[src/rtl/roberts_cross_edge_magnitude_core_defines.svh]
// ----------------------------------------------------------------------------
// roberts cross core assertion macros
// concurrent checks that compile away when NO_ASSERTIONS is defined
// ----------------------------------------------------------------------------
`ifndef ROBERTS_CROSS_EDGE_MAGNITUDE_CORE_DEFINES_SVH
`define ROBERTS_CROSS_EDGE_MAGNITUDE_CORE_DEFINES_SVH

`ifndef NO_ASSERTIONS

// same-cycle implication, disabled while in reset
`define RCE_ASSERT_IMP(name, clk, rstn, ante, cons) \
    name: assert property (@(posedge clk) disable iff (!(rstn)) (ante) |-> (cons)) \
        else $error("rce assertion failed");

// next-cycle implication, disabled while in reset
`define RCE_ASSERT_NEXT(name, clk, rstn, ante, cons) \
    name: assert property (@(posedge clk) disable iff (!(rstn)) (ante) |=> (cons)) \
        else $error("rce assertion failed");

`else

`define RCE_ASSERT_IMP(name, clk, rstn, ante, cons)
`define RCE_ASSERT_NEXT(name, clk, rstn, ante, cons)

`endif

`endif

[src/rtl/rce_pkg.sv]
// ----------------------------------------------------------------------------
// rce_pkg
// shared widths, codes, types and the roberts magnitude function
// ----------------------------------------------------------------------------
`timescale 1ns / 1ps
`default_nettype none

package rce_pkg;

    localparam int PIXEL_W       = 8;
    localparam int ROW_W         = 12;
    localparam int COL_W         = 10;
    localparam int FW_W          = 11;
    localparam int FH_W          = 13;
    localparam int MAXV_W        = 8;
    localparam int CFG_IDX_W     = 2;
    localparam int CFG_DATA_W    = 13;
    localparam int RES_N         = 4;
    localparam int QUEUE_DEPTH   = 4;
    localparam int DEF_MAX_WIDTH = 1024;
    localparam int HEIGHT_LIMIT  = 4096;

    localparam logic [FW_W-1:0]   FW_RESET   = 11'd1024;
    localparam logic [FH_W-1:0]   FH_RESET   = 13'd1024;
    localparam logic [MAXV_W-1:0] MAXV_RESET = 8'd255;

    // register indexes
    localparam logic [CFG_IDX_W-1:0] CFG_FRAME_WIDTH  = 2'd0;
    localparam logic [CFG_IDX_W-1:0] CFG_FRAME_HEIGHT = 2'd1;
    localparam logic [CFG_IDX_W-1:0] CFG_MAX_VALUE    = 2'd2;

    // result slots of one pixel, in delivery order
    localparam logic [1:0] RES_UPPER_DIAG = 2'd0;  // (r-1, c-1), full window
    localparam logic [1:0] RES_UPPER_EDGE = 2'd1;  // (r-1, c), right edge
    localparam logic [1:0] RES_LOWER_DIAG = 2'd2;  // (r, c-1), bottom edge
    localparam logic [1:0] RES_LOWER_EDGE = 2'd3;  // (r, c), bottom right corner

    // one classified pixel with its 2x2 neighbourhood
    typedef struct packed {
        logic [PIXEL_W-1:0] pixel;
        logic [PIXEL_W-1:0] prev_pixel;
        logic [PIXEL_W-1:0] upper_left;
        logic [PIXEL_W-1:0] upper;
        logic [ROW_W-1:0]   row;
        logic [COL_W-1:0]   col;
        logic [RES_N-1:0]   mask;
    } bundle_t;

    typedef struct packed {
        logic full;
        logic empty;
    } queue_status_t;

    // |b-c| + |a-d| saturated at ceiling; differences never exceed 255
    function automatic logic [PIXEL_W-1:0] roberts_mag(
        input logic [PIXEL_W-1:0] a,
        input logic [PIXEL_W-1:0] b,
        input logic [PIXEL_W-1:0] c,
        input logic [PIXEL_W-1:0] d,
        input logic [MAXV_W-1:0]  ceiling
    );
        logic [PIXEL_W:0] dx;
        logic [PIXEL_W:0] dy;
        logic [PIXEL_W:0] ax;
        logic [PIXEL_W:0] ay;
        logic [PIXEL_W:0] sum;
        dx  = {1'b0, b} - {1'b0, c};
        dy  = {1'b0, a} - {1'b0, d};
        ax  = dx[PIXEL_W] ? ({(PIXEL_W+1){1'b0}} - dx) : dx;
        ay  = dy[PIXEL_W] ? ({(PIXEL_W+1){1'b0}} - dy) : dy;
        sum = {1'b0, ax[PIXEL_W-1:0]} + {1'b0, ay[PIXEL_W-1:0]};
        return (sum > {1'b0, ceiling}) ? ceiling : sum[PIXEL_W-1:0];
    endfunction

endpackage

`default_nettype wire

[src/rtl/rce_back.sv]
// ----------------------------------------------------------------------------
// rce_back
// unpacks classified pixels into results, one magnitude per beat
// ----------------------------------------------------------------------------
`timescale 1ns / 1ps
`default_nettype none

module rce_back (
    input  wire logic                         aclk,
    input  wire logic                         aresetn,
    input  wire rce_pkg::bundle_t             head,
    input  wire logic                         q_empty,
    output logic                              pop,
    input  wire logic [rce_pkg::MAXV_W-1:0]   max_value,
    output logic [rce_pkg::PIXEL_W-1:0]       magnitude,
    output logic [rce_pkg::ROW_W-1:0]         out_row,
    output logic [rce_pkg::COL_W-1:0]         out_col,
    output logic                              frame_end,
    output logic                              m_valid,
    input  wire logic                         m_ready
);

    rce_pkg::bundle_t               cur_reg;
    logic [rce_pkg::RES_N-1:0]      mask_reg, mask_next;
    logic                           m_valid_reg;
    logic [rce_pkg::PIXEL_W-1:0]    mag_reg;
    logic [rce_pkg::ROW_W-1:0]      row_reg;
    logic [rce_pkg::COL_W-1:0]      col_reg;
    logic                           end_reg;

    logic                           out_free;
    logic                           have;
    logic [1:0]                     sel;
    logic [rce_pkg::PIXEL_W-1:0]    wa, wb, wc, wd;
    logic [rce_pkg::ROW_W-1:0]      res_row;
    logic [rce_pkg::COL_W-1:0]      res_col;
    logic                           res_end;
    logic [rce_pkg::RES_N-1:0]      mask_after;

    assign out_free = !m_valid_reg || m_ready;
    assign have     = (mask_reg != '0);

    // lowest pending slot first
    always_comb begin
        if (mask_reg[rce_pkg::RES_UPPER_DIAG]) begin
            sel = rce_pkg::RES_UPPER_DIAG;
        end else if (mask_reg[rce_pkg::RES_UPPER_EDGE]) begin
            sel = rce_pkg::RES_UPPER_EDGE;
        end else if (mask_reg[rce_pkg::RES_LOWER_DIAG]) begin
            sel = rce_pkg::RES_LOWER_DIAG;
        end else begin
            sel = rce_pkg::RES_LOWER_EDGE;
        end
    end

    always_comb begin
        wa      = '0;
        wb      = '0;
        wc      = '0;
        wd      = '0;
        res_row = cur_reg.row;
        res_col = cur_reg.col;
        res_end = 1'b0;
        case (sel)
            rce_pkg::RES_UPPER_DIAG: begin
                wa      = cur_reg.upper_left;
                wb      = cur_reg.upper;
                wc      = cur_reg.prev_pixel;
                wd      = cur_reg.pixel;
                res_row = cur_reg.row - 12'd1;
                res_col = cur_reg.col - 10'd1;
            end
            rce_pkg::RES_UPPER_EDGE: begin
                wa      = cur_reg.upper;
                wc      = cur_reg.pixel;
                res_row = cur_reg.row - 12'd1;
            end
            rce_pkg::RES_LOWER_DIAG: begin
                wa      = cur_reg.prev_pixel;
                wb      = cur_reg.pixel;
                res_col = cur_reg.col - 10'd1;
            end
            default: begin
                wa      = cur_reg.pixel;
                res_end = 1'b1;
            end
        endcase
    end

    always_comb begin
        mask_after = mask_reg;
        if (out_free && have) begin
            mask_after[sel] = 1'b0;
        end
    end

    assign pop = !q_empty && (mask_after == '0);

    always_comb begin
        mask_next = mask_after;
        if (pop) begin
            mask_next = head.mask;
        end
    end

    always_ff @(posedge aclk) begin
        if (!aresetn) begin
            mask_reg    <= '0;
            m_valid_reg <= 1'b0;
        end else begin
            mask_reg <= mask_next;
            if (out_free) begin
                m_valid_reg <= have;
            end
        end
    end

    always_ff @(posedge aclk) begin
        if (pop) begin
            cur_reg <= head;
        end
        if (out_free && have) begin
            mag_reg <= rce_pkg::roberts_mag(wa, wb, wc, wd, max_value);
            row_reg <= res_row;
            col_reg <= res_col;
            end_reg <= res_end;
        end
    end

    assign m_valid   = m_valid_reg;
    assign magnitude = mag_reg;
    assign out_row   = row_reg;
    assign out_col   = col_reg;
    assign frame_end = end_reg;

endmodule

`default_nettype wire

[config.mk]
export PLATFORM = sky130hd
export DESIGN_NAME = rce_back
export DESIGN_NICKNAME = d
export VERILOG_FILES = /design/src/rtl/roberts_cross_edge_magnitude_core_defines.svh /design/src/rtl/rce_pkg.sv /design/src/rtl/rce_back.sv
export SDC_FILE = /design/constraint.sdc
export NUM_CORES = 1
export LEC_CHECK = 0
export ABC_AREA = 1
export BUFFER_PORTS_ARGS = -buffer_cell sky130_fd_sc_hd__buf_2
export CORE_MARGIN = 1
export CORE_UTILIZATION = 25
export CTS_BUF_LIST = sky130_fd_sc_hd__clkbuf_4 sky130_fd_sc_hd__clkbuf_8 sky130_fd_sc_hd__clkbuf_16
export CTS_CLUSTER_SIZE = 14
export DETAILED_ROUTE_END_ITERATION = 12
export GPL_ROUTABILITY_DRIVEN = 0
export PLACE_DENSITY = 0.49
export SLEW_MARGIN = 20
export SYNTH_ARGS = -nofsm -noshare
export SYNTH_HDL_FRONTEND = slang
export SYNTH_SLANG_ARGS = --single-unit
[constraint.sdc]
create_clock -name aclk -period 5.8 [get_ports aclk]
set_clock_uncertainty 0.1 [all_clocks]
set_input_delay 1.16 -clock aclk [delete_from_list [all_inputs] [get_ports aclk]]
set_output_delay 1.16 -clock aclk [all_outputs]
set_load 0.02 [all_outputs]
== Word level (Yosys, flattened, before mapping) ==
Cells that the tools add are included.

* Register bits after elaboration: 90
* Latch bits: 0
* Bits in writable memories: 0
* ROM bits: 0
* Input bits: 70
* Output and inout bits: 33
* Word-level logic and storage cells: 55
* Memories: 0

* Add/sub/neg operators: 7
* $mul: 0
* Divide/modulo/power cells: 0
* Order comparisons: 3
* Equality and inequality tests: 2
* Shifts and indexed selects: 0
* Mux-type cells: 17
* Bitwise operators: 2
* Reductions and logical operators: 12

{| class="wikitable"
|+ Operators by type and width
! operator !! count
|-
| 2-to-1 mux 8 bit || 4
|-
| case mux 8 bit (2 select lines) || 2
|-
| case mux 8 bit (3 select lines) || 1
|-
| subtractor 8 x 8 -> 9 bit || 2
|-
| subtractor 1 x 8 -> 8 bit, first input constant || 2
|-
| 2-to-1 mux 12 bit || 1
|-
| subtractor 12 x 1 -> 12 bit, second input constant || 1
|-
| 2-to-1 mux 10 bit || 1
|-
| subtractor 10 x 1 -> 10 bit, second input constant || 1
|-
| adder 8 x 8 -> 9 bit || 1
|-
| > comparator 9 x 8 -> 1 bit || 1
|-
| 2-to-1 mux 4 bit || 2
|-
| AND 4 bit || 1
|-
| logical NOT 4 bit || 1
|-
| 2-to-1 mux 2 bit || 2
|-
| NOT 4 bit || 1
|-
| nonzero test 4 bit || 1
|-
| OR reduction 2 bit || 2
|-
| logical AND 1 bit || 3
|-
| less-than comparator 2 x 3 -> 1 bit, second input constant || 1
|-
| 2-to-1 mux 1 bit || 3
|-
| OR reduction 3 bit || 1
|-
| demux 1 bit (select 2 bit) || 1
|-
| equality test 2 x 1 -> 1 bit, second input constant || 1
|-
| other kinds (5) || 6
|}

== Longest topological paths before layout ==
Gate-level depths: netlist of run 1.

* Depth after elaboration: 13
* Depth in mapped cells: 36
* Mapped depth without buffers: 35

== Worst setup path before layout of run 1 ==
Ideal clock, no wire load.

* Kind: flip-flop to flip-flop
* Start point: register mask_reg[0] (netlist name)
* End point: register mag_reg (netlist bit magnitude[0]) (data pin)
* Data arrival time: 4.230 ns
* Required time: 5.447 ns
* Slack: 1.217 ns
* Stages on the path, launching flop included: 32
* Path buffers: 1
* Cell sequence: dfxtp_1 > buf_6 > nor2_8 > nand2_4 > clkinv_1 > a21oi_1 > nand3_1 > o21ai_0 > ha_1 > inv_1 > fa_1 > inv_1 > ha_1 > inv_1 > o21ai_0 > inv_1 > fa_1 > o21ai_1 > nand2_1 > nand2_1 > xor2_1 > ha_1 > nand2_1 > inv_1 > nand2_1 > nand2_1 > nand2_1 > nand2_1 > nand2_1 > nand2_2 > nand2_1 > nand2_1

* Longest elaborated chain between the ends: 9
* Elaborated cells between the ends (all ways): 17
* Classes of those cells: add/sub (5); order compare (1); eq/ne (2); mux (8); reduce/logical (1)

{| class="wikitable"
|+ RTL lines
! what !! line !! text
|-
| from (decl) || rce_back.sv:24 || <nowiki>logic [rce_pkg::RES_N-1:0] mask_reg, mask_next;</nowiki>
|-
| from (signal assigned) || rce_back.sv:111 || <nowiki>mask_reg <= mask_next;</nowiki>
|-
| 2-to-1 mux 2 bit * || rce_back.sv:45 || <nowiki>if (mask_reg[rce_pkg::RES_UPPER_DIAG]) begin</nowiki>
|-
| equality test 2 bit, or another cell as far along || rce_back.sv:64 || <nowiki>case (sel)</nowiki>
|-
| case mux 8 bit (3 select lines), or another cell as far along || rce_back.sv:64 ||
|-
| subtractor 8 x 8 -> 9 bit, on equally long branches || rce_pkg.sv:68, rce_pkg.sv:67 ||
|-
| subtractor 1 x 8 -> 8 bit, on equally long branches || rce_pkg.sv:70, rce_pkg.sv:69 ||
|-
| 2-to-1 mux 8 bit, on equally long branches || rce_pkg.sv:70, rce_pkg.sv:69 ||
|-
| adder 8 x 8 -> 9 bit * || rce_pkg.sv:71 || <nowiki>sum = {1'b0, ax[PIXEL_W-1:0]} + {1'b0, ay[PIXEL_W-1:0]};</nowiki>
|-
| > comparator 9 x 8 -> 1 bit || rce_pkg.sv:72 || <nowiki>return (sum > {1'b0, ceiling}) ? ceiling : sum[PIXEL_W-1:0];</nowiki>
|-
| 2-to-1 mux 8 bit * || rce_pkg.sv:72 ||
|-
| to (signal assigned) || rce_back.sv:123 || <nowiki>mag_reg <= rce_pkg::roberts_mag(wa, wb, wc, wd, max_value);</nowiki>
|-
| to (decl) || rce_back.sv:26 || <nowiki>logic [rce_pkg::PIXEL_W-1:0] mag_reg;</nowiki>
|}

Mark *: on every way between the ends. The rest lies on a longest branch, timed or not.
A chain may end at the register's enable or synchronous reset.

== Final worst setup path of run 1 ==
Ends and elaborated chain as after synthesis.

==> results of run 1 <==
[routing by layer]
metal  wire (µm)  track usage, %
met1        5660            14.8
met2        5480            18.0
met3         434            2.64
met4         153            4.18
met5           0               0
[worst reg2reg max path: cells and delay by family (launching register included)]
family / cells / cell delay (ps)
AND/OR/NAND/NOR: 17 / 1580
flip-flops: 1 / 460
buffers and inverters: 3 / 520
adder cells (fa/ha/maj): 4 / 1370
XOR/XNOR: 1 / 240
AO/OA/AOI/OAI: 3 / 580
[cell families after synthesis]
kind of cell | count (synthesis) | share of synthesized area, %
AO/OA/AOI/OAI | 58 | 6.84
XOR/XNOR | 34 | 5.56
adder cells (fa/ha/maj) | 39 | 9.52
buffers and inverters | 101 | 7.28
flip-flops | 90 | 49.5
AND/OR/NAND/NOR | 255 | 21.3
[power by group]
group / internal (mW) / switching (mW)
clock: 0.304 / 0.287
sequential: 0.904 / 0.0358
combinational: 0.732 / 1.27
total: 1.94 / 1.59
[synth_stat cells, types with 3 or more instances]
| cell | count | area share, % |
|---|---|---|
| fa_1 | 3 | 1.1 |
| nor2_2 | 4 | 0.47 |
| a22o_1 | 7 | 1.1 |
| xor2_1 | 25 | 4.1 |
| nand3b_1 | 6 | 0.84 |
| nand3_1 | 41 | 3.8 |
| a21oi_1 | 22 | 2.1 |
| edfxtp_1 | 85 | 48 |
| xnor2_1 | 9 | 1.5 |
| a22oi_1 | 9 | 1.3 |
| nand2_1 | 155 | 11 |
| nand4_1 | 16 | 1.9 |
| inv_1 | 93 | 6.5 |
| nor2_1 | 21 | 1.5 |
| o21ai_0 | 11 | 1.0 |
| dfxtp_1 | 5 | 1.9 |
| ha_1 | 36 | 8.4 |
| nor3_2 | 3 | 0.56 |
| clkbuf_1 | 3 | 0.21 |
[metrics by stage]
step | power (mW) | hold WS [ps] | instance area [µm²] | setup slack, ps
after floorplan | 2.52 | 354 | 5360 | 1220
after global placement | 2.96 | 381 | 6230 | 531
after detailed placement | 2.96 | 385 | 6230 | 427
after CTS | 3.58 | 397 | 6530 | 424
after global routing | 3.94 | 411 | 6540 | 106
final | 3.53 | 389 | 6540 | 704
[repair_timing]
item / CTS / global route
setup endpoints to repair: 0 / 8
gates resized for setup: 0 / 3
hold buffers: 0 / 0
[cell type report]
cell class	count	area [µm²]
Clock buffer	9	225
Clock inverter	7	72.6
Fill cell	2211	14500
Inverter	95	358
Multi-Input combinational cell	386	2320
Sequential cell	90	2650
Tap cell	275	344
Timing Repair Buffer	108	563
[path summary, 6_finish.rpt]
check	cells after the start	to
setup / recovery	28	magnitude[0]
hold / removal	2	mask_reg[3]
setup reg to reg	28	magnitude[0]
hold reg to reg	2	mask_reg[3]
==> results_dict.tcl, run 1 <==
set metrics [dict create \
    grt_max_degree 59 \
    path_clk_slew_ps 80 \
    route.detailed.drc 0 \
    tns_ps 0 \
    cts_buffers 9 \
    crit_buf_inv 3 \
    coreArea_um2 21000 \
    timing.slew.headroom_pct 50.7 \
    ys_seq_area_share_pct 49.5 \
    cts-root-buf "clkbuf_16" \
    synth_edf_count 85 \
    dieWidth_um 148 \
    setup_violations 0 \
    post_cts_buffers 0 \
    tritoncts "yes" \
    worstPathRequired_ps 5810 \
    grt_pass1_vias 3809 \
    crit_path_start "mask_reg[0]" \
    rrSetupSlack_ps 700 \
    wl_um 11700 \
    vias 3980 \
    final_nets 799 \
    irDropWorstVdd_mv 0.368 \
    start_util_pct 25.5 \
    ys_ff_latch 90 \
    synth_area_um2 5360 \
    rsz0062_at_grt "false" \
    num_io_pins 103 \
    max_cap_viol_count 0 \
    yosys_most_used_dff "edfxtp_1" \
    vias_per_cell 4.10 \
    crit_arrival_ps 5100 \
    syn_area_per_cell_um2 9.29 \
    cp-start-kind "register" \
    drtIter0Drc 224 \
    cts.sinks 90 \
    critPathMostFrequentCell "nand2_1" \
    r2r-start "mask_reg[0]" \
    finalCritPeriodShare_pct 87.9 \
    avgRoutedWirePerCell_um 12.1 \
    final_core_util_pct 31.1 \
    dr.pass1.iters 4 \
    antenna_found_initial 0 \
    placed_cells 954 \
    largest_reg_flops 54 \
    cpMaxStageDelayCell "fa_1" \
    drive_gt1_share_pct 20.1 \
    p_per_area_nw_per_um2 539 \
    area_growth_pct 22.0 \
    fin_cells 970 \
    synth_cell_types 35 \
    min-delay-start "mask_reg[3]" \
    cpPeakStageDelay_ps 500 \
    h-tree-depth 3 \
    row_count 53 \
    synth_nets 686 \
    hold_viol_final 0 \
    critPathMaxFanout 36 \
    worstMarginPinSlew_ps 739 \
    hp-class "register to register" \
    final_common_cell "nand2_1" \
    io_buffers 102 \
    grt-ovfl-total 0 \
    netlist_instances 577 \
    clockBufferDepth 2 \
    synth_warnings 0 \
    antennaDiodeCount 0 \
    status "finished clean" \
    cpLargestDelayFamily "simple AND/OR/NAND/NOR gates" \
    track_usage_pct 11.3 \
    worstSkewPairLatency_ps 350 \
    grt_pass1_wl_um 19300 \
    fp.dieArea_um2 22000 \
    async_reset_ff_share_pct 0 \
    fp.dieH_um 148 \
    p_leak_nw 3.05 \
    most-common-layout-cells "nand2_1 (154), buf_2 (102), inv_1 (93), edfxtp_1 (85), nand3_1 (41)" \
    place_hpwl_um 9300 \
    fin_crit_ps 5100 \
    fmax_mhz 196 \
    drv_slew 0 \
    worstSetupPathType "register to register" \
    drtAntennaViolNets 0 \
    end_kind "register" \
]
Note: power is estimated with default switching activity, not from simulation.
==> run 2: changes to the inputs <==
Settings changed: CELL_PAD_IN_SITES_DETAIL_PLACEMENT set to 1, CELL_PAD_IN_SITES_GLOBAL_PLACEMENT set to 1, PLACE_DENSITY 0.49 to 0.59.
Clock period 5.8 ns to 4.7 ns, I/O delays scaled along.
==> results_dict.tcl, run 2 (synthesized netlist as in run 1, its figures left out) <==
set metrics [dict create \
    io_buffers 102 \
    dieWidth_um 148 \
    grt-ovfl-total 0 \
    cp-start-kind "register" \
    vias_per_cell 4.24 \
    setup_violations 0 \
    dpl-instance-area_um2 6670 \
    drtAntennaViolNets 0 \
    seqPwrFrac_pct 18.3 \
    worstMarginPinSlew_ps 740 \
    cts_hold_buf 0 \
    dr.pass1.iters 4 \
    critPathMaxFanout 18 \
    hp-class "register to register" \
    fin_crit_ps 4620 \
    rr_worst_depth 30 \
    cpMaxStageDelayCell "fa_2" \
    total_power_mw 6.34 \
    cts.sinks 90 \
    track_usage_pct 12.9 \
    max_cap_viol_count 0 \
    fp.dieH_um 148 \
    whs_ps 381 \
    area_growth_pct 40.7 \
    worstSkewPairLatency_ps 350 \
    route.detailed.drc 0 \
    largest_reg_flops 54 \
    tritoncts "yes" \
    start_util_pct 25.5 \
    place_hpwl_um 10700 \
    final_nets 874 \
    antenna_found_initial 0 \
    drv_slew 0 \
    coreArea_um2 21000 \
    end_kind "register" \
    grt_pass1_wl_um 22400 \
    fin_area_um2 7540 \
    register_area_um2 2660 \
    min-delay-start "mask_reg[3]" \
    cp-endpoint "magnitude[2]" \
    most-common-layout-cells "nand2_1 (135), buf_2 (102), inv_1 (89), edfxtp_1 (85), buf_4 (71)" \
    fp.dieArea_um2 22000 \
    worstSetupPathType "register to register" \
    hold_viol_final 0 \
    crit_arrival_ps 4630 \
    wl_um 13800 \
    final_core_util_pct 35.9 \
    fillCellCount 2458 \
    multi_input_area_um2 2680 \
    cts-root-buf "clkbuf_16" \
    cpPeakStageDelay_ps 540 \
    r2r-end "magnitude[2]" \
    path_clk_slew_ps 70 \
    worstPathRequired_ps 4710 \
    cts_buffers 9 \
    rrSetupSlack_ps 80 \
    row_count 53 \
    timing.slew.headroom_pct 50.7 \
    h-tree-depth 3 \
    vias 4426 \
    antennaDiodeCount 0 \
    avgRoutedWirePerCell_um 13.2 \
    p_per_area_nw_per_um2 840 \
    final_common_cell "nand2_1" \
    p_leak_nw 3.49 \
    num_io_pins 103 \
    drtIter0Drc 81 \
    tns_ps 0 \
    rsz0062_at_grt "true" \
    p_clk_share_pct 12.4 \
    switchingPower_mw 2.65 \
    finalCritPeriodShare_pct 98.3 \
    clockBufferDepth 2 \
    crit_path_start "mask_reg[0]" \
    status "finished clean" \
    drive_gt1_share_pct 36.9 \
    irDropWorstVdd_mv 0.521 \
    combPwrFrac_pct 69.2 \
    grt_max_degree 59 \
    grt_pass1_vias 4621 \
    power_switching_share_pct 41.9 \
    r2r-start "mask_reg[0]" \
    fmax_mhz 216 \
    p_int_mw 3.68 \
]
-- run 2: layout make-up --
type	count	area share, %
Clock buffer	9	2.99
Clock inverter	7	1.23
Inverter	95	4.78
Multi-Input combinational cell	386	35.5
Sequential cell	90	35.3
Tap cell	275	4.56
Timing Repair Buffer	183	15.6
-- run 2: critical path: cells and delay by family, from the launching register on --
| family | cells | cell delay, ps |
|---|---|---|
| AND/OR/NAND/NOR | 12 | 890 |
| XOR/XNOR | 1 | 250 |
| AO/OA/AOI/OAI | 4 | 520 |
| adder cells (fa/ha/maj) | 5 | 1610 |
| flip-flops | 1 | 370 |
| buffers and inverters | 8 | 660 |
-- run 2: what timing repair did --
item,in CTS,in global routing
gates cloned,0,1
endpoints found under the setup margin,8,8
resized for setup,30,70
setup buffers,6,11
pin swaps,12,46
-- run 2: worst min-delay path by stage --
stage,cells past startpoint,end,slack [ps]
after floorplan,2,mask_reg[3],350
after detailed placement,2,mask_reg[3],380
after global placement,2,mask_reg[3],380
after global routing,2,mask_reg[3],410
final,2,mask_reg[3],380
after CTS,2,mask_reg[3],390
-- run 2: power groups by stage --
stage	registers (mW)	logic [mW]	clock network (mW)
global route	1.17	4.92	0.843
CTS	1.16	3.50	0.818
detailed placement	1.18	3.20	0
global placement	1.18	3.14	0
floorplan	1.27	1.84	0
finish	1.16	4.39	0.787
-- run 2: per-layer routing --
layer	GRT usage, %	up-vias	routed length (µm)
li1	-	2303	-
met1	16.4	2055	6320
met2	22.1	60	7020
met3	2.42	8	337
met4	3.76	0	150
met5	0	-	0
-- run 2: through the flow --
stage,cells,worst slack (ps)
global placement,1011,-277
floorplan,577,117
finish,1045,80.3
global route,1045,-240
detailed placement,1011,-311
CTS,1033,1.51
