**src/rtl/roberts_cross_edge_magnitude_core_defines.svh**
```systemverilog
// ----------------------------------------------------------------------------
// roberts cross core assertion macros
// concurrent checks that compile away when NO_ASSERTIONS is defined
// ----------------------------------------------------------------------------
`ifndef ROBERTS_CROSS_EDGE_MAGNITUDE_CORE_DEFINES_SVH
`define ROBERTS_CROSS_EDGE_MAGNITUDE_CORE_DEFINES_SVH

`ifndef NO_ASSERTIONS

// same-cycle implication, disabled while in reset
`define RCE_ASSERT_IMP(name, clk, rstn, ante, cons) \
    name: assert property (@(posedge clk) disable iff (!(rstn)) (ante) |-> (cons)) \
        else $error("rce assertion failed");

// next-cycle implication, disabled while in reset
`define RCE_ASSERT_NEXT(name, clk, rstn, ante, cons) \
    name: assert property (@(posedge clk) disable iff (!(rstn)) (ante) |=> (cons)) \
        else $error("rce assertion failed");

`else

`define RCE_ASSERT_IMP(name, clk, rstn, ante, cons)
`define RCE_ASSERT_NEXT(name, clk, rstn, ante, cons)

`endif

`endif

```
**src/rtl/rce_pkg.sv**
```systemverilog
// ----------------------------------------------------------------------------
// rce_pkg
// shared widths, codes, types and the roberts magnitude function
// ----------------------------------------------------------------------------
`timescale 1ns / 1ps
`default_nettype none

package rce_pkg;

    localparam int PIXEL_W       = 8;
    localparam int ROW_W         = 12;
    localparam int COL_W         = 10;
    localparam int FW_W          = 11;
    localparam int FH_W          = 13;
    localparam int MAXV_W        = 8;
    localparam int CFG_IDX_W     = 2;
    localparam int CFG_DATA_W    = 13;
    localparam int RES_N         = 4;
    localparam int QUEUE_DEPTH   = 4;
    localparam int DEF_MAX_WIDTH = 1024;
    localparam int HEIGHT_LIMIT  = 4096;

    localparam logic [FW_W-1:0]   FW_RESET   = 11'd1024;
    localparam logic [FH_W-1:0]   FH_RESET   = 13'd1024;
    localparam logic [MAXV_W-1:0] MAXV_RESET = 8'd255;

    // register indexes
    localparam logic [CFG_IDX_W-1:0] CFG_FRAME_WIDTH  = 2'd0;
    localparam logic [CFG_IDX_W-1:0] CFG_FRAME_HEIGHT = 2'd1;
    localparam logic [CFG_IDX_W-1:0] CFG_MAX_VALUE    = 2'd2;

    // result slots of one pixel, in delivery order
    localparam logic [1:0] RES_UPPER_DIAG = 2'd0;  // (r-1, c-1), full window
    localparam logic [1:0] RES_UPPER_EDGE = 2'd1;  // (r-1, c), right edge
    localparam logic [1:0] RES_LOWER_DIAG = 2'd2;  // (r, c-1), bottom edge
    localparam logic [1:0] RES_LOWER_EDGE = 2'd3;  // (r, c), bottom right corner

    // one classified pixel with its 2x2 neighbourhood
    typedef struct packed {
        logic [PIXEL_W-1:0] pixel;
        logic [PIXEL_W-1:0] prev_pixel;
        logic [PIXEL_W-1:0] upper_left;
        logic [PIXEL_W-1:0] upper;
        logic [ROW_W-1:0]   row;
        logic [COL_W-1:0]   col;
        logic [RES_N-1:0]   mask;
    } bundle_t;

    typedef struct packed {
        logic full;
        logic empty;
    } queue_status_t;

    // |b-c| + |a-d| saturated at ceiling; differences never exceed 255
    function automatic logic [PIXEL_W-1:0] roberts_mag(
        input logic [PIXEL_W-1:0] a,
        input logic [PIXEL_W-1:0] b,
        input logic [PIXEL_W-1:0] c,
        input logic [PIXEL_W-1:0] d,
        input logic [MAXV_W-1:0]  ceiling
    );
        logic [PIXEL_W:0] dx;
        logic [PIXEL_W:0] dy;
        logic [PIXEL_W:0] ax;
        logic [PIXEL_W:0] ay;
        logic [PIXEL_W:0] sum;
        dx  = {1'b0, b} - {1'b0, c};
        dy  = {1'b0, a} - {1'b0, d};
        ax  = dx[PIXEL_W] ? ({(PIXEL_W+1){1'b0}} - dx) : dx;
        ay  = dy[PIXEL_W] ? ({(PIXEL_W+1){1'b0}} - dy) : dy;
        sum = {1'b0, ax[PIXEL_W-1:0]} + {1'b0, ay[PIXEL_W-1:0]};
        return (sum > {1'b0, ceiling}) ? ceiling : sum[PIXEL_W-1:0];
    endfunction

endpackage

`default_nettype wire

```
**src/rtl/rce_queue.sv**
```systemverilog
// ----------------------------------------------------------------------------
// rce_queue
// short register fifo of classified pixels between front and back
// ----------------------------------------------------------------------------
`timescale 1ns / 1ps
`default_nettype none

module rce_queue (
    input  wire logic               aclk,
    input  wire logic               aresetn,
    input  wire logic               push,
    input  wire rce_pkg::bundle_t   push_data,
    input  wire logic               pop,
    output rce_pkg::bundle_t        head,
    output rce_pkg::queue_status_t  stat
);

    localparam int PW = $clog2(rce_pkg::QUEUE_DEPTH);

    rce_pkg::bundle_t entry_reg [rce_pkg::QUEUE_DEPTH];
    logic [PW-1:0]    wr_ptr_reg;
    logic [PW-1:0]    rd_ptr_reg;
    logic [PW:0]      count_reg, count_next;

    always_comb begin
        count_next = count_reg;
        if (push && !pop) begin
            count_next = count_reg + (PW+1)'(1);
        end else if (pop && !push) begin
            count_next = count_reg - (PW+1)'(1);
        end
    end

    always_ff @(posedge aclk) begin
        if (!aresetn) begin
            wr_ptr_reg <= '0;
            rd_ptr_reg <= '0;
            count_reg  <= '0;
        end else begin
            if (push) begin
                wr_ptr_reg <= wr_ptr_reg + PW'(1);
            end
            if (pop) begin
                rd_ptr_reg <= rd_ptr_reg + PW'(1);
            end
            count_reg <= count_next;
        end
    end

    always_ff @(posedge aclk) begin
        if (push) begin
            entry_reg[wr_ptr_reg] <= push_data;
        end
    end

    assign head       = entry_reg[rd_ptr_reg];
    assign stat.full  = (count_reg == (PW+1)'(rce_pkg::QUEUE_DEPTH));
    assign stat.empty = (count_reg == '0);

endmodule

`default_nettype wire

```
**config.mk**
```make
export PLATFORM = sky130hd
export DESIGN_NAME = rce_queue
export DESIGN_NICKNAME = d
export VERILOG_FILES = /design/src/rtl/roberts_cross_edge_magnitude_core_defines.svh /design/src/rtl/rce_pkg.sv /design/src/rtl/rce_queue.sv
export SDC_FILE = /design/constraint.sdc
export NUM_CORES = 1
export LEC_CHECK = 0
export BUFFER_PORTS_ARGS = -buffer_cell sky130_fd_sc_hd__buf_2
export CAP_MARGIN = 15
export CORE_ASPECT_RATIO = 0.5
export CORE_MARGIN = 8
export CORE_UTILIZATION = 40
export CTS_BUF_LIST = sky130_fd_sc_hd__clkbuf_4 sky130_fd_sc_hd__clkbuf_8
export DETAILED_ROUTE_END_ITERATION = 16
export PLACE_DENSITY_LB_ADDON = 0.12
export SLEW_MARGIN = 10
export SYNTH_ARGS = -nofsm -noshare
export SYNTH_HDL_FRONTEND = slang
export SYNTH_SLANG_ARGS = --single-unit
```
**constraint.sdc**
```tcl
create_clock -name aclk -period 2.7 [get_ports aclk]
set_input_delay 0.405 -clock aclk [delete_from_list [all_inputs] [get_ports aclk]]
set_output_delay 0.405 -clock aclk [all_outputs]
set_load 0.05 [all_outputs]
```
Word level (Yosys, flattened, before mapping)
Memories as Yosys holds them, arrays and structs flattened. A register that Yosys moved wholly into a read port is not among the register bits.
Index checks and enable logic that the tools add are counted.

cells by class
  add/sub/neg operators = 4
  equal/unequal tests = 1
  multiplexer cells = 6
  reductions and logical operators = 6

operators with widths
  operator                                                             number
  3-bit 2-to-1 mux                                                     2
  2-bit by 1-bit adder with 2-bit output (second input constant)       2
  2-bit 2-to-1 mux                                                     2
  3-bit by 1-bit adder with 3-bit output (second input constant)       1
  3-bit == test (second input constant)                                1
  3-bit logical NOT                                                    1
  3-bit by 1-bit subtractor with 3-bit output (second input constant)  1
  1-bit logical AND                                                    2
  1-bit logical NOT                                                    2
  1-bit 2-to-1 mux                                                     2
  2-bit nonzero test                                                   1

word-level totals
  register bits after elaboration = 7
  RAM bits = 232
  logic and storage cells = 21
  memories = 1

memories
  name       depth  bits a word  rd ports  clocked after Yosys merged registers in  write ports  RTL line         source
  entry_reg  4      58           1         1                                        1            rce_queue.sv:20  rce_pkg::bundle_t entry_reg [rce_pkg::QUEUE_DEPTH];

Logic depth before layout (Yosys ltp)
Gate-level depths: netlist of run 1.

  depth in word-level cells = 4
  mapped depth = 7
  mapped depth without buffers = 7

Worst setup path before layout of run 1
OpenSTA, ideal clock, no wires.

  path kind = reg2reg
  from = reg wr_ptr_reg[0]
  to = mem entry_reg[2][0] (netlist name) (enable)
  arrival = 1.912 ns
  slack = 0.366 ns
  cell stages (with the launch flop) = 4
  buffers on the path = 0
  period minus slack after synthesis = 2.334 ns
  path through = dfxtp_1 inv_1 ha_1 and2_1

RTL lines
  what                      RTL line         source
  start: declaration        rce_queue.sv:21  logic [PW-1:0] wr_ptr_reg;
  start signal: assignment  rce_queue.sv:41  wr_ptr_reg <= wr_ptr_reg + PW'(1);
  end: declaration          rce_queue.sv:20

Straight into the memory's write port.

==> impl_metrics.csv, run 1 <==
group,metric,value,unit
critical_path,cp_max_fo,14,
global_routing,grt_pass1_wl,25.8,mm
clock_network,cts_max_level,2,
yosys,synth_cell_types,22,
clock_network,clockRootBuffer,"clkbuf_8",
yosys,synth_area,8840,sq um
sta,slew_viol_final,0,
critical_path,r2r-end,"entry_reg[3][25]$_DFFE_PP_",
placement,dp.cells,762,
routing,drt-total-wl,17.0,mm
clock_network,cts_hold_buf,0,
routing,detail_route.vias_per_cell,4.83,
clock_network,clkSlewWorstSetupHoldPaths,0.06,ns
floorplanning,boundaryPins,122,
sta,hold_viol,0,
floorplanning,dieWidth,226,microns
critical_path,reg2reg_depth,3,
yosys,yosysSeqAreaShare,80.9,%
sta,period_share,93.4,%
global_routing,grt_pass1_vias,4454,
yosys,yosys_warnings,0,
cells_and_area,largest_reg_flops,232,
yosys,syn-num-nets,414,
power,powerDensity,800,nW/um^2
cells_and_area,fin_cells,826,
sta,tns,0,ns
critical_path,worstPathRequired,2.30,ns
critical_path,critical_path.top_delay_family,"flip-flops",
placement,globalplace.congestion,0.672,
global_routing,antenna_found_initial,4,
routing,num_vias,3991,
placement,io_buffers,121,
sta,max_slew_margin,70.5,%
critical_path,cp.arrival,2.12,ns
critical_path,worstSetupPathType,"reg -> out",
cells_and_area,area.growth.synth_to_final,19.4,%
clock_network,clk_latency,0.50,ns
clock_network,cts_buffers,36,
run,maxCapViolCount,0,
critical_path,worstSetupStartpointType,"flop",
yosys,syn_area_per_cell,25.5,sq um
critical_path,reg2reg_from,"wr_ptr_reg[0]$_SDFFE_PN0P_",
cells_and_area,fill_cells,1819,
yosys,yosys_register_bits,241,
global_routing,track_usage,12.4,%
clock_network,cts_resized,0,
critical_path,rrSetupSlack,1.02,ns
floorplanning,rows,38,
cells_and_area,layout.nets,568,
floorplanning,die_h,121,microns
sta,setup_viol,0,
cells_and_area,final_common_cell,"edfxtp_1",
placement,dp_hpwl,9.88,mm
clock_network,clock_sinks,241,
sta,worstMarginPinSlew,0.442,ns
global_routing,overflow,0,
routing,wl_per_cell,20.6,microns
critical_path,cp_cell_sequence,"buf_4 > mux4_2 > buf_2",
floorplanning,die-area,27400,sq um
sta,period_needed,2.52,ns
critical_path,cp_num_cells,3,
sta,rsz0062_at_grt,"no",
clock_network,cts_tree,"built",
routing,postRouteAntennaNets,0,
cells_and_area,drive_gt1_share,47.4,%
min_path,hp-class,"in -> reg",
critical_path,critPathMaxStageDelay,0.55,ns
routing,drcViolationCount,0,
cells_and_area,final_cell_mix,"edfxtp_1 (232), buf_2 (121), mux4_2 (58)",
status,outcome,"complete, no violations",
global_routing,grt_max_degree,59,
floorplanning,start_util,40.8,%
yosys,syn_inst,346,
routing,drt-initial-drc-count,231,
floorplanning,design.core.area,21700,sq um
power,p_leak,3.56,nW
sta,clock_skew,0.0116,ns
routing,dr.pass1.iters,4,
clock_network,clk_path_buf_depth,3,
clock_network,post_cts_buffers,0,
critical_path,worst-path-buf-inv,2,
sta,clock.fmax,0.396,GHz
power,peakVddDrop,303,uV
critical_path,crit_path_end_kind,"output port",
critical_path,cp-endpoint,"head[28]",
critical_path,cp_slowest_cell,"dfxtp_4",
[worst reg2reg max path, cell delays in order (launching register included)]
cell and delay, ns:
dfxtp_1 0.39, ha_1 0.17, and2_2 0.42, buf_12 0.36
[logic make-up after synthesis]
family                   count (synthesis)  synth area share [%]
AO/OA/AOI/OAI                            2                 0.142
flip-flops                             241                  80.9
buffers and inverters                   17                  1.53
multiplexers                            60                  15.0
XOR/XNOR                                 5                 0.496
adder cells (fa/ha/maj)                  6                 0.934
AND/OR/NAND/NOR                         15                  1.03
[layer usage]
metal	vias to the layer above	global-route usage, %	share of wire (%)
met5	-	0	0.22
met1	2088	15.6	43
met4	6	2.89	1.4
met3	28	4.00	5.3
met2	88	20.8	50
li1	1781	-	-
[how the worst min path moves through the flow]
stage          cells after the start                    endpoint                      start
3_5_place_dp                       2   count_reg[2]$_SDFFE_PN0P_  count_reg[2]$_SDFFE_PN0P_
4_1_cts                            1  entry_reg[3][39]$_DFFE_PP_              push_data[39]
5_1_grt                            1  entry_reg[2][41]$_DFFE_PP_              push_data[41]
6_report                           1  entry_reg[2][53]$_DFFE_PP_              push_data[53]
3_3_place_gp                       2   count_reg[2]$_SDFFE_PN0P_  count_reg[2]$_SDFFE_PN0P_
2_1_floorplan                      2   count_reg[2]$_SDFFE_PN0P_  count_reg[2]$_SDFFE_PN0P_
[power breakdown]
part	total (mW)	internal (mW)	switching (mW)	leakage, nW
logic	1.23	0.382	0.853	0.990
clock network	2.86	1.56	1.30	0.364
registers	4.35	4.29	0.0580	2.21
[per-stage QoR]
| step | area [sq um] | hold slack, ns | utilization, % | power (mW) | worst slack [ns] |
|---|---|---|---|---|---|
| floorplan | 8840 | 0.472 | - | 5.35 | 0.366 |
| global placement | 9860 | 0.487 | 45.5 | 5.69 | 0.648 |
| detailed placement | 9860 | 0.506 | 45.5 | 5.70 | 0.645 |
| CTS | 10600 | 0.0808 | 48.7 | 8.60 | 0.103 |
| global route | 10600 | 0.0826 | 48.7 | 8.82 | 0.0287 |
| finish | 10600 | 0.123 | 48.7 | 8.45 | 0.178 |
[synth_stat cells]
master,n,area (sq um)
buf_2,3,15.0
nor3_1,1,5.00
o21ai_0,1,5.00
dfxtp_1,9,180
mux4_2,58,1310
buf_1,3,11.3
xnor2_1,2,17.5
buf_4,3,22.5
nor2b_1,2,12.5
and2_1,9,56.3
nor3b_1,1,7.51
mux2i_1,2,20.0
inv_1,4,15.0
nand2_1,1,3.75
fa_1,1,20.0
buf_6,1,11.3
ha_1,5,62.6
a21boi_0,1,7.51
buf_12,3,60.1
or3_1,1,6.26
xor2_1,3,26.3
edfxtp_1,232,6970
[cell type report]
class / count / area (sq um) / share of cell area [%]
sequential: 241 / 7150 / 67.8
multi-input combinational: 88 / 1560 / 14.8
timing repair buffer: 129 / 753 / 7.14
clock buffer: 51 / 614 / 5.82
tap: 300 / 375 / 3.56
clock inverter: 12 / 81.3 / 0.771
inverter: 4 / 15.0 / 0.142
antenna: 1 / 2.50 / 0.0237
Note: power is estimated with default switching activity, not from simulation.
==> inputs of run 2 (changes only) <==
BUFFER_PORTS_ARGS = -buffer_cell sky130_fd_sc_hd__buf_4   (was -buffer_cell sky130_fd_sc_hd__buf_2)
==> impl_metrics.csv, run 2 (same netlist as run 1, synthesis figures left out) <==
group,metric,value,unit
critical_path,worstPathRequired,2.30,ns
critical_path,cp.arrival,1.93,ns
sta,setup_viol,0,
global_routing,track_usage,12.5,%
routing,drt-initial-drc-count,221,
sta,rsz0062_at_grt,"no",
placement,globalplace.congestion,0.654,
routing,num_vias,3960,
floorplanning,boundaryPins,122,
floorplanning,die-area,27400,sq um
sta,tns,0,ns
run,maxCapViolCount,0,
global_routing,grt_pass1_vias,4513,
clock_network,clk_latency,0.50,ns
sta,period_share,86.6,%
routing,wl_met2,8.52,mm
placement,dp_slack,0.786,ns
global_routing,antenna_found_initial,0,
sta,hold_viol,0,
cells_and_area,layout.nets,570,
clock_network,clockRootBuffer,"clkbuf_8",
sta,clock_skew,0.00824,ns
placement,dp_hpwl,10.1,mm
clock_network,cts_tree,"built",
floorplanning,design.core.area,21700,sq um
cells_and_area,largest_reg_flops,232,
critical_path,cp_max_fo,29,
routing,drt-total-wl,17.0,mm
cells_and_area,antennaDiodeCount,0,
clock_network,post_cts_buffers,0,
sta,max_slew_margin,61.7,%
sta,fin_ws,0.361,ns
floorplanning,dieWidth,226,microns
floorplanning,rows,38,
sta,slew_viol_final,0,
power,powerDensity,793,nW/um^2
clock_network,cts_max_level,2,
cells_and_area,final_common_cell,"edfxtp_1",
routing,drt-met1-wl,7.18,mm
placement,io_buffers,121,
critical_path,worstSetupPathType,"reg -> out",
cells_and_area,final_cell_mix,"edfxtp_1 (232), buf_4 (122), mux4_2 (58)",
power,power.total,8.63,mW
routing,postRouteAntennaNets,0,
power,p_leak,3.69,nW
status,outcome,"complete, no violations",
critical_path,worstSetupStartpointType,"flop",
cells_and_area,drive_gt1_share,48.0,%
cells_and_area,fill_cells,1798,
power,peakVddDrop,314,uV
min_path,hp-class,"in -> reg",
routing,detail_route.vias_per_cell,4.80,
clock_network,cts_hold_buf,0,
cells_and_area,area.growth.synth_to_final,23.1,%
global_routing,grt_pass1_wl,26.1,mm
global_routing,grt_max_degree,59,
sta,clock.fmax,0.428,GHz
critical_path,crit_path_end_kind,"output port",
clock_network,clkSlewWorstSetupHoldPaths,0.07,ns
clock_network,clock_sinks,241,
floorplanning,start_util,40.8,%
global_routing,overflow,0,
routing,highest_layer,"met4",
sta,worstMarginPinSlew,0.575,ns
routing,wl_per_cell,20.6,microns
floorplanning,die_h,121,microns
clock_network,cts_buffers,37,
routing,drcViolationCount,0,
clock_network,clk_path_buf_depth,3,
sta,period_needed,2.34,ns
routing,met3_length,1.09,mm
routing,dr.pass1.iters,4,
clock_network,cts_resized,0,
==> run 2: cell types whose count changed in the layout (fill, tap and decap cells not counted), sizes merged <==
| cell | change |
|---|---|
| diode | -1 |
| clkinvlp | -2 |
| buf | +1 |
| clkbuf | +5 |
| clkinv | -4 |
==> run 2: metrics by stage <==
| stage | util (%) | instances | hold slack (ns) | area, sq um |
|---|---|---|---|---|
| 2_1_floorplan | - | 346 | 0.472 | 8840 |
| 3_3_place_gp | 47.0 | 763 | 0.495 | 10200 |
| 3_5_place_dp | 47.0 | 763 | 0.522 | 10200 |
| 4_1_cts | 50.2 | 825 | 0.0557 | 10900 |
| 5_1_grt | 50.2 | 825 | 0.0560 | 10900 |
| 6_report | 50.2 | 825 | 0.0995 | 10900 |
==> run 2: final timing paths <==
path	start	endpoint	slack (ns)	depth (start not counted)
worst max-delay path	flop	head[31]	0.36	3
worst min-delay path	push_data[52]	entry_reg[1][52]$_DFFE_PP_	0.1	1
worst max register to register	wr_ptr_reg[0]$_SDFFE_PN0P_	entry_reg[2][28]$_DFFE_PP_	1.00	4
worst min register to register	count_reg[2]$_SDFFE_PN0P_	count_reg[2]$_SDFFE_PN0P_	0.53	2
==> run 2: where the power goes <==
group | switching (mW) | total, mW | leakage (nW) | internal (mW)
logic | 0.871 | 1.36 | 1.10 | 0.491
registers | 0.0471 | 4.34 | 2.21 | 4.29
clock network | 1.30 | 2.92 | 0.378 | 1.62
total | 2.22 | 8.63 | 3.69 | 6.41
==> run 2: metal layers <==
layer / up-vias / track usage, %
met3: 24 / 4.73
li1: 1776 / -
met1: 2078 / 15.6
met4: 0 / 3.13
met5: - / 0
met2: 82 / 20.7
==> run 2: worst max-delay path, cell delays in order, from the launching register on <==
cell and delay [ns]:
dfxtp_4 0.37, buf_12 0.25, mux4_2 0.57, buf_4 0.21
==> run 2: area by class of cell <==
class                           count  area [sq um]  area share [%]
Multi-Input combinational cell     88          1560            14.3
Timing Repair Buffer              130          1080            9.89
Sequential cell                   241          7150            65.7
Tap cell                          300           375            3.45
Clock buffer                       56           652            5.99
Inverter                            4          15.0           0.138
Clock inverter                      6          50.0           0.460
==> inputs of run 3 (changes only) <==
MAX_ROUTING_LAYER = met4   (was unset)
==> impl_metrics.csv, run 3 (same netlist as run 1, synthesis figures left out) <==
group,metric,value,unit
power,p_clk_share,33.9,%
critical_path,worstSetupStartpointType,"flop",
clock_network,cts_resized,0,
routing,wl_per_cell,20.6,microns
power,cellInternalPower,6.41,mW
status,outcome,"complete, no violations",
clock_network,post_cts_buffers,0,
routing,num_vias,3960,
sta,clock_skew,0.00821,ns
cells_and_area,antennaDiodeCount,0,
cells_and_area,drive_gt1_share,48.0,%
cells_and_area,final_core_util,50.2,%
placement,dp_hpwl,10.1,mm
floorplanning,design.core.area,21700,sq um
clock_network,clk_path_buf_depth,3,
sta,fin_ws,0.361,ns
global_routing,grt_pass1_vias,4514,
global_routing,grt_max_degree,59,
global_routing,overflow,0,
routing,drcViolationCount,0,
global_routing,antenna_found_initial,0,
cells_and_area,final_common_cell,"edfxtp_1",
floorplanning,start_util,40.8,%
sta,tns,0,ns
power,combPwrFrac,15.8,%
cells_and_area,area.growth.synth_to_final,23.1,%
global_routing,track_usage,12.9,%
critical_path,reg2reg_depth,4,
floorplanning,boundaryPins,122,
critical_path,cp_slowest_cell,"mux4_2",
cells_and_area,layout.nets,570,
sta,rsz0062_at_grt,"no",
sta,period_needed,2.34,ns
min_path,holdCritStartpoint,"push_data[52]",
sta,clock.fmax,0.428,GHz
placement,globalplace.congestion,0.660,
sta,max_slew_margin,61.7,%
power,p_leak,3.69,nW
cells_and_area,register_area,7150,sq um
placement,dp_slack,0.786,ns
clock_network,cts_hold_buf,0,
cells_and_area,fill_cells,1798,
cells_and_area,largest_reg_flops,232,
critical_path,cp_cell_sequence,"buf_12 > mux4_2 > buf_4",
power,p_seq_share,50.3,%
critical_path,cp.arrival,1.93,ns
critical_path,cp_num_cells,3,
critical_path,rrSetupSlack,1.00,ns
cells_and_area,multi_input_area,1560,sq um
routing,drt-total-wl,17.0,mm
critical_path,worst-path-buf-inv,2,
min_path,hold_end,"entry_reg[1][52]$_DFFE_PP_",
power,p_sw,2.21,mW
floorplanning,die-area,27400,sq um
min_path,hp-class,"in -> reg",
critical_path,critical_path.top_delay_family,"multiplexers",
floorplanning,die_h,121,microns
placement,io_buffers,121,
power,powerDensity,792,nW/um^2
power,peakVddDrop,314,uV
sta,period_share,86.6,%
clock_network,clockRootBuffer,"clkbuf_8",
global_routing,grt_pass1_wl,26.1,mm
sta,slew_viol_final,0,
clock_network,cts_max_level,2,
critical_path,worstPathRequired,2.30,ns
critical_path,r2r-end,"entry_reg[2][28]$_DFFE_PP_",
cells_and_area,fin_cells,825,
power,power.share.switching,25.7,%
critical_path,worstSetupPathType,"reg -> out",
clock_network,cts_buffers,37,
critical_path,critPathMaxStageDelay,0.57,ns
min_path,whs_path_depth,1,
sta,hold_viol,0,
floorplanning,dieWidth,226,microns
sta,setup_viol,0,
routing,detail_route.vias_per_cell,4.80,
clock_network,clock_sinks,241,
placement,dp.cells,763,
critical_path,cp_max_fo,29,
run,maxCapViolCount,0,
sta,worstMarginPinSlew,0.574,ns
clock_network,clk_latency,0.51,ns
critical_path,crit_path_end_kind,"output port",
clock_network,clkSlewWorstSetupHoldPaths,0.06,ns
clock_network,cts_tree,"built",
routing,dr.pass1.iters,4,
routing,drt-initial-drc-count,220,
cells_and_area,final_cell_mix,"edfxtp_1 (232), buf_4 (122), mux4_2 (58)",
floorplanning,rows,38,
critical_path,reg2reg_from,"wr_ptr_reg[0]$_SDFFE_PN0P_",
routing,postRouteAntennaNets,0,
power,power.total,8.62,mW
[run 3: cell counts in the layout (fill, tap and decap cells not counted)]
No cell type changed its count.
[run 3: layout make-up]
class,count,area share [%]
flip-flops and latches,241,65.7
multi-input cells,88,14.3
repair buffers,130,9.89
clock buffers,56,5.99
well taps,300,3.45
clock inverters,6,0.460
inverters,4,0.138
[run 3: how the worst max path moves through the flow]
stage	end	slack, ns
2_1_floorplan	entry_reg[2][0]$_DFFE_PP_	0.37
3_3_place_gp	count_reg[2]$_SDFFE_PN0P_	0.85
3_5_place_dp	count_reg[2]$_SDFFE_PN0P_	0.79
4_1_cts	head[52]	0.30
5_1_grt	head[31]	0.24
6_report	head[31]	0.36
[run 3: power groups by stage]
stage	Clock, mW	Sequential, mW	Combinational (mW)
finish	2.92	4.34	1.36
global route	3.19	4.35	1.44
CTS	3.02	4.34	1.40
detailed placement	0	4.42	1.40
global placement	0	4.41	1.39
floorplan	0	4.41	0.941
[run 3: through the flow]
stage	cell area, sq um	hold slack [ns]
after floorplan	8840	0.472
after global placement	10200	0.495
after detailed placement	10200	0.522
after CTS	10900	0.0557
after global routing	10900	0.0560
final	10900	0.0996
[run 3: metal layers]
metal	vias to the layer above	part of all wire (%)	global-route usage, %
li1	1776	-	-
met1	2076	42	15.7
met2	85	50	20.7
met3	23	6.3	4.61
met4	0	1.3	3.13
met5	-	0	-
